`config.mk`:
```
export PLATFORM = sky130hd
export DESIGN_NAME = qru_sum_stage
export DESIGN_NICKNAME = d
export VERILOG_FILES = /design/src/qru_pkg.sv /design/src/qru_sum_stage.sv
export SDC_FILE = /design/constraint.sdc
export NUM_CORES = 2
export LEC_CHECK = 0
export BUFFER_PORTS_ARGS = -buffer_cell sky130_fd_sc_hd__buf_4
export CORE_ASPECT_RATIO = 1.75
export CORE_MARGIN = 8
export CORE_UTILIZATION = 40
export DETAILED_ROUTE_END_ITERATION = 8
export MAX_ROUTING_LAYER = met4
export PLACE_DENSITY = 0.65
export SLEW_MARGIN = 10
export SYNTH_ARGS = -nofsm -noshare
export SYNTH_HDL_FRONTEND = slang
export SYNTH_SLANG_ARGS = --single-unit
```
`constraint.sdc`:
```
create_clock -name clk -period 12.6 [get_ports clk]
set_input_delay 2.52 -clock clk [delete_from_list [all_inputs] [get_ports clk]]
set_output_delay 2.52 -clock clk [all_outputs]
set_load 0.1 [all_outputs]
```
`src/qru_pkg.sv`:
```
package qru_pkg;

    localparam int COMP_WIDTH_DEF = 16;
    localparam int FRAC_BITS_DEF  = 14;

    localparam int OPCODE_W = 2;
    localparam int NUM_COMP = 4;
    localparam int NUM_ELEM = 9;

    typedef enum logic [OPCODE_W-1:0] {
        OP_PRODUCT    = 2'd0,
        OP_MATRIX     = 2'd1,
        OP_INV_MATRIX = 2'd2
    } opcode_t;

endpackage

```
`src/qru_sum_stage.sv`:
```
module qru_sum_stage #(
    parameter int COMP_WIDTH = qru_pkg::COMP_WIDTH_DEF,
    parameter int FRAC_BITS  = qru_pkg::FRAC_BITS_DEF
) (
    input  logic                              clk,
    input  logic                              rst_n,
    input  logic                              in_valid,
    output logic                              in_ready,
    input  logic [qru_pkg::OPCODE_W-1:0]      opcode,
    input  logic signed [2*COMP_WIDTH-1:0]    prod [qru_pkg::NUM_COMP][qru_pkg::NUM_COMP],
    output logic                              out_valid,
    input  logic                              out_ready,
    output logic signed [COMP_WIDTH-1:0]      elem [qru_pkg::NUM_ELEM],
    output logic                              saturated
);
    import qru_pkg::*;

    localparam int ACC_W = (2*COMP_WIDTH + 3 > FRAC_BITS + 2) ? 2*COMP_WIDTH + 3
                                                             : FRAC_BITS + 2;
    localparam logic signed [ACC_W-1:0] ROUND_C = ACC_W'(1) <<< (FRAC_BITS - 1);
    localparam int HEAD_W = ACC_W - COMP_WIDTH + 1;

    logic signed [ACC_W-1:0]      ext [NUM_COMP][NUM_COMP];
    logic signed [ACC_W-1:0]      acc [NUM_ELEM];
    logic signed [ACC_W-1:0]      rnd [NUM_ELEM];
    logic signed [ACC_W-1:0]      skew_cd;
    logic signed [ACC_W-1:0]      skew_bd;
    logic signed [ACC_W-1:0]      skew_ad;
    logic [HEAD_W-1:0]            head;
    logic signed [COMP_WIDTH-1:0] elem_next [NUM_ELEM];
    logic                         sat_next;
    logic                         valid_reg;
    logic signed [COMP_WIDTH-1:0] elem_reg [NUM_ELEM];
    logic                         sat_reg;
    logic                         load;

    assign in_ready = !valid_reg || out_ready;
    assign load     = in_valid && in_ready;

    always_comb
    begin
        for (int j = 0; j < NUM_COMP; j++)
        begin
            for (int k = 0; k < NUM_COMP; k++)
            begin
                ext[j][k] = ACC_W'(prod[j][k]);
            end
        end

        // skew part flips sign for the inverse rotation
        skew_cd = (opcode == OP_MATRIX) ? ext[2][3] : -ext[2][3];
        skew_bd = (opcode == OP_MATRIX) ? ext[1][3] : -ext[1][3];
        skew_ad = (opcode == OP_MATRIX) ? ext[0][3] : -ext[0][3];

        for (int e = 0; e < NUM_ELEM; e++)
        begin
            acc[e] = '0;
        end

        case (opcode)
            OP_PRODUCT:
            begin
                acc[0] = ext[0][3] + ext[3][0] + ext[1][2] - ext[2][1];
                acc[1] = ext[1][3] + ext[3][1] + ext[2][0] - ext[0][2];
                acc[2] = ext[2][3] + ext[3][2] + ext[0][1] - ext[1][0];
                acc[3] = ext[3][3] - ext[2][2] - ext[1][1] - ext[0][0];
            end
            OP_MATRIX, OP_INV_MATRIX:
            begin
                acc[0] = ext[0][0] - ext[1][1] - ext[2][2] + ext[3][3];
                acc[4] = ext[1][1] - ext[0][0] - ext[2][2] + ext[3][3];
                acc[8] = ext[2][2] - ext[0][0] - ext[1][1] + ext[3][3];
                acc[1] = (ext[0][1] + skew_cd) <<< 1;
                acc[3] = (ext[0][1] - skew_cd) <<< 1;
                acc[2] = (ext[0][2] - skew_bd) <<< 1;
                acc[6] = (ext[0][2] + skew_bd) <<< 1;
                acc[5] = (ext[1][2] + skew_ad) <<< 1;
                acc[7] = (ext[1][2] - skew_ad) <<< 1;
            end
            default:
            begin
            end
        endcase

        // round half up, then clip where the dropped head is not a sign run
        sat_next = 1'b0;
        head     = '0;
        for (int e = 0; e < NUM_ELEM; e++)
        begin
            rnd[e] = (acc[e] + ROUND_C) >>> FRAC_BITS;
            head   = rnd[e][ACC_W-1:COMP_WIDTH-1];
            if ((&head) || !(|head))
            begin
                elem_next[e] = rnd[e][COMP_WIDTH-1:0];
            end
            else
            begin
                sat_next     = 1'b1;
                elem_next[e] = rnd[e][ACC_W-1] ? {1'b1, {(COMP_WIDTH-1){1'b0}}}
                                               : {1'b0, {(COMP_WIDTH-1){1'b1}}};
            end
        end
    end

    always_ff @(posedge clk or negedge rst_n)
    begin
        if (!rst_n)
        begin
            valid_reg <= 1'b0;
        end
        else if (in_ready)
        begin
            valid_reg <= in_valid;
        end
    end

    always_ff @(posedge clk)
    begin
        if (load)
        begin
            elem_reg <= elem_next;
            sat_reg  <= sat_next;
        end
    end

    assign out_valid = valid_reg;
    assign elem      = elem_reg;
    assign saturated = sat_reg;

endmodule
```
### Word level (Yosys, flattened, before mapping)

Index checks and enable logic that the tools add are counted.

| storage, ports and cells | value |
|---|---|
| register bits | 146 |
| bits of input ports | 518 |
| output and inout port bits | 147 |
| logic and storage cells | 118 |

| operators by class | value |
|---|---|
| add/sub/neg operators | 39 |
| eq/ne operators | 2 |
| multiplexer cells | 24 |
| reduce and logical (&&, ||, !) cells | 42 |

Operators with widths:

| kind | count |
|---|---|
| adder 35 x 15 -> 35 bit (second input constant) | 9 |
| 2-to-1 mux 16 bit | 18 |
| one-hot mux 140 bit (2 select lines) | 1 |
| 2-to-1 mux 175 bit | 1 |
| subtractor 34 x 32 -> 35 bit | 4 |
| subtractor 33 x 32 -> 34 bit | 4 |
| subtractor 32 x 32 -> 33 bit | 4 |
| adder 34 x 32 -> 35 bit | 3 |
| adder 32 x 34 -> 34 bit | 3 |
| adder 33 x 32 -> 34 bit | 3 |
| 2-to-1 mux 34 bit | 3 |
| negator 32 -> 34 bit | 3 |
| subtractor 32 x 34 -> 34 bit | 3 |
| adder 32 x 32 -> 33 bit | 3 |
| AND reduction 6 bit | 9 |
| OR reduction 6 bit | 9 |
| zero test 1 bit | 10 |
| logical OR 1 bit | 10 |
| AND reduction 8 bit | 1 |
| equality test 2 x 1 -> 1 bit (second input constant) | 1 |
| equality test 2 bit (second input constant) | 1 |
| zero test 2 bit | 1 |
| OR reduction 2 bit | 1 |
| logical AND 1 bit | 1 |
| 2-to-1 mux 1 bit | 1 |

### Longest topological paths before layout

| logic depth | value |
|---|---|
| depth in word-level cells | 9 |
| mapped depth | 30 |

### Least setup slack after synthesis

Ideal clock, no wire load.

| timing path | value |
|---|---|
| kind | input-to-reg |
| start | input port opcode[1] in the netlist's numbering |
| end | register elem_reg, in the netlist elem[10], data pin |
| library setup time | 270 ps |
| arrival time | 8739 ps |
| setup slack | 3591 ps |
| cell stages on the path | 28 |
| path through | inv_1 -> ha_1 -> buf_2 -> buf_2 -> buf_2 -> buf_2 -> buf_2 -> buf_2 -> buf_2 -> buf_1 -> buf_1 -> clkbuf_1 -> clkbuf_1 -> clkbuf_1 -> buf_1 -> clkbuf_1 -> and2_1 -> ha_1 -> o21a_1 -> o2111ai_1 -> nor4b_1 -> nand4_1 -> xor2_1 -> nand2_1 -> nor4_1 -> mux2_2 -> clkbuf_1 -> a21oi_1 |

RTL lines:

| element | line | RTL |
|---|---|---|
| start: declaration | qru_sum_stage.sv:9 | `input logic [qru_pkg::OPCODE_W-1:0] opcode,` |
| end signal: assignment | qru_sum_stage.sv:121 | `elem_reg <= elem_next;` |
| end: declaration | qru_sum_stage.sv:33 | `logic signed [COMP_WIDTH-1:0] elem_reg [NUM_ELEM];` |

### Worst setup path after layout

| timing path | value |
|---|---|
| start | input port prod[386] in the netlist's numbering |
| end | register sat_reg, in the netlist saturated, data pin |

| on the way | value |
|---|---|
| cells in the longest elaborated chain, start to end | 9 |
| elaborated cells between the ends (all ways) | 26 |

RTL lines:

| element | line | RTL |
|---|---|---|
| start: declaration | qru_sum_stage.sv:10 | `input logic signed [2*COMP_WIDTH-1:0] prod [qru_pkg::NUM_COMP][qru_pkg::NUM_COMP],` |
| adder 32 x 32 -> 33 bit or negator 32 -> 34 bit (tied branches) | qru_sum_stage.sv:63, qru_sum_stage.sv:53 |  |
| adder 33 x 32 -> 34 bit or 2-to-1 mux 34 bit (tied branches) | qru_sum_stage.sv:63, qru_sum_stage.sv:53 |  |
| subtractor 34 x 32 -> 35 bit, or another cell as far along | qru_sum_stage.sv:63 | `acc[0] = ext[0][3] + ext[3][0] + ext[1][2] - ext[2][1];` |
| one-hot mux 140 bit (2 select lines) or 2-to-1 mux 175 bit (tied branches) | qru_sum_stage.sv:60 | `case (opcode)` |
| adder 35 x 15 -> 35 bit | qru_sum_stage.sv:90 | `rnd[e] = (acc[e] + ROUND_C) >>> FRAC_BITS;` |
| OR reduction 6 bit | qru_sum_stage.sv:92 | `if ((&head) \|\| !(\|head))` |
| zero test 1 bit | qru_sum_stage.sv:92 |  |
| logical OR 1 bit | qru_sum_stage.sv:92 |  |
| 2-to-1 mux 1 bit or AND reduction 8 bit (tied branches) | - |  |
| end signal: assignment | qru_sum_stage.sv:122 | `sat_reg <= sat_next;` |
| end: declaration | qru_sum_stage.sv:34 | `logic sat_reg;` |

Several ways; a longest one is shown, not always the timed one.
A chain may end at the register's enable or synchronous reset.

==> key figures <==
Global route
  • Largest net degree at the start of global routing: 94
  • Initial antenna violation count: 9
  • First-pass GRT wire length: 326 mm
  • GR Overflow Total: 0
  • GRT Util Overall: 0.332
  • Number of global-route vias before repair: 51700

Route
  • DR DRC count: 0
  • DR iter-0 viols: 4208
  • Vias: 50600
  • Detail Route Antenna Nets: 0
  • Drt via density: 5.95
  • Routed len/inst: 26.1 um
  • Routed WL: 222 mm
  • Drt pass-1 iters: 8

Setup path
  • R2R depth: 3
  • CP endpoint kind: flip-flop
  • CP bufs+invs: 2
  • Top Family by Delay on Critical Path: simple AND/OR/NAND/NOR gates
  • Crit start category: input port
  • CP Capture Point: saturated$_SDFFCE_PN1P_
  • Crit-path max FO: 19
  • Crit path kind: input port to flip-flop
  • Crit. path cell count: 21
  • CP Cell Sequence: buf_4 > nor3_1 > nor4bb_1 > and2_1 > a41oi_1 > xnor2_1 > ha_1 > inv_1 > o31ai_1 > a22oi_1 > nand2b_1 > o2111ai_1 > a2111oi_0 > nand4b_1 > nor3_1 > nand4_1 > a21oi_1 > o211ai_1 > mux2i_2 > and4b_1 > nand4_1
  • Critical R2R Capture: elem[85]$_DFFE_PP_
  • Crit path from: prod[386]
  • Worst path slowest cell: a2111oi_0
  • RR Startpoint: out_valid$_DFFE_PN0N_
  • Delay of the slowest critical-path stage: 0.79 ns
  • Critical path required time: 12.84 ns
  • Critical Path AT: 10.51 ns
  • R2r setup slk: 10.32 ns

STA
  • Worst slew margin: 0.0899
  • Worst Tran Pin Value: 1.35 ns
  • Sum of negative setup slack: 0 ns
  • Clock Skew: 0.0425 ns
  • Final setup violation count: 0
  • Slew Limit Fails: 0
  • Final Cycle Share: 0.815
  • Hold Fails Final Rpt: 0
  • Maximum clock rate: 0.0974 GHz
  • RSZ-0062 raised after global routing: false
  • Crit path time final: 10.27 ns

Power
  • Power per Cell Area: 146 nW/um^2
  • Overall Power: 8.15 mW
  • Static Leak: 25.8 nW
  • Worst VDD drop: 133 uV

Run
  • Max-cap violations: 0

Logic synthesis
  • Syn Inst Count: 6341
  • Net count after synthesis: 7760
  • Share of the synthesized area in the top cell type: 0.182
  • Number of flops mapped to enable cells by yosys: 145
  • Yosys warns: 0
  • Yosys top cell by area: fa_1
  • Synth top area cells: fa_1, ha_1, edfxtp_1
  • Syn_area_per_cell: 7.69 um^2
  • Most common cell in the netlist: inv_1
  • Post-synth top cells: inv_1, a21oi_1, ha_1
  • Synth cell types: 105
  • Seq/Total Area, Yosys: 0.0898
  • Async set or reset register ratio after synthesis: 0.00685
  • Ys flop type: edfxtp_1
  • Yosys reg bits: 146
  • Synthesized area: 48700 um^2

Clocking
  • Worst-case clock buffer depth: 2
  • # hold bufs at CTS: 0
  • Clk slew on worst S/H paths: 0.09 ns
  • CTS Buf Count: 17
  • CTS H-tree depth: 4
  • Cts repair resizes: 0
  • TritonCTS clock tree: done
  • Clock sinks: 146
  • Clk_lat worst skew: 0.55 ns
  • CTS root buffer: clkbuf_16
  • Post-CTS Setup Inserts: 0

Floorplanning
  • Top Ports: 665
  • Number of cell rows: 169
  • Core Region: 121000 um^2
  • Chip width: 280 um
  • Chip Height: 478 um
  • Initial Util: 0.402
  • DIE AREA: 134000 um^2

Status
  • Outcome: complete, no violations

Layout
  • Nets: 8281
  • Flip-flop count of the largest register after layout: 144
  • Post-Layout Cell Count: 8508
  • Area grow syn2layout: 14.6%
  • Share of layout cells above drive strength 1: 0.122

Placement
  • GP Congestion: 1.07
  • I/O Buffers: 664
  • Post-Place Cells: 8467
  • DP HPWL: 192 mm

Hold path
  • Hold Crit Class: flip-flop to flip-flop
  • Hold_sp: out_valid$_DFFE_PN0N_
[worst min path at each step]
| stage | end | slack [ns] | cells past startpoint |
|---|---|---|---|
| CTS | out_valid$_DFFE_PN0N_ | 0.57 | 2 |
| global placement | out_valid$_DFFE_PN0N_ | 0.53 | 2 |
| floorplan | out_valid$_DFFE_PN0N_ | 1.78 | 2 |
| detailed placement | out_valid$_DFFE_PN0N_ | 0.54 | 2 |
| finish | out_valid$_DFFE_PN0N_ | 0.56 | 2 |
| global route | out_valid$_DFFE_PN0N_ | 0.61 | 2 |
[layout make-up]
| class | instances | area, um^2 |
|---|---|---|
| diodes | 10 | 25.0 |
| clock buffers | 18 | 429 |
| clock inverters | 13 | 136 |
| fillers | 12400 | 65300 |
| inverters | 1088 | 4080 |
| multi-input cells | 4909 | 39500 |
| flip-flops and latches | 146 | 4380 |
| well taps | 1624 | 2030 |
| repair buffers | 700 | 5280 |
[kinds of logic (layout without fill, tap and decap cells)]
kind of cell,after synthesis,count (layout),synth area share
flops,146,146,0.0898
mux,89,89,0.0190
buf+inv,1286,1819,0.101
xor+xnor,331,331,0.0596
simple gates,1874,1874,0.200
compound gates,1714,1714,0.231
other cells,0,10,0
fa+ha+maj,901,901,0.300
[per-layer routing]
layer | wire, um | share of wire | track usage
met5 | 0 | 0 | -
met4 | 17400 | 0.078 | 0.218
met3 | 12800 | 0.058 | 0.0465
met2 | 111000 | 0.50 | 0.579
met1 | 81100 | 0.36 | 0.347
[through the flow]
step	worst slack, ns	hold slack (ns)	instance area, um^2	util
6_report	2.33	0.562	55900	0.461
4_1_cts	2.29	0.567	55900	0.461
2_1_floorplan	3.59	1.78	48700	-
5_1_grt	1.45	0.610	55900	0.461
3_3_place_gp	1.86	0.527	55300	0.456
3_5_place_dp	1.73	0.544	55300	0.456
[worst reg2reg max path, delay by kind of cell (launching register included)]
| family | cells | cell delay [ns] |
|---|---|---|
| AND/OR/NAND/NOR | 2 | 0.54 |
| flip-flops | 1 | 0.39 |
| buffers and inverters | 1 | 0.79 |
[placed cells by master, fill, tap and decap left out, types with 65 or more instances in the layout]
cell      count
nor4_1       65
fa_1        444
o211ai_1     81
a21o_1      117
a31oi_1      74
nand2_1     416
nand2b_1     81
ha_1        454
xnor2_1     207
and3_1       77
edfxtp_1    145
xor2_1      123
nor2_1      368
nor3_1      174
nand4_1     113
or3_1        74
o21ai_0     265
buf_4       698
and2_1       68
inv_1      1082
nand3_1     170
a211oi_1     78
a21oi_1     536
[power by group]
| group | switching [mW] | total [mW] | internal, mW |
|---|---|---|---|
| Clock | 0.274 | 0.564 | 0.289 |
| Sequential | 0.0569 | 0.777 | 0.720 |
| Combinational | 4.59 | 6.81 | 2.21 |
(Power assumes the default switching activity.)
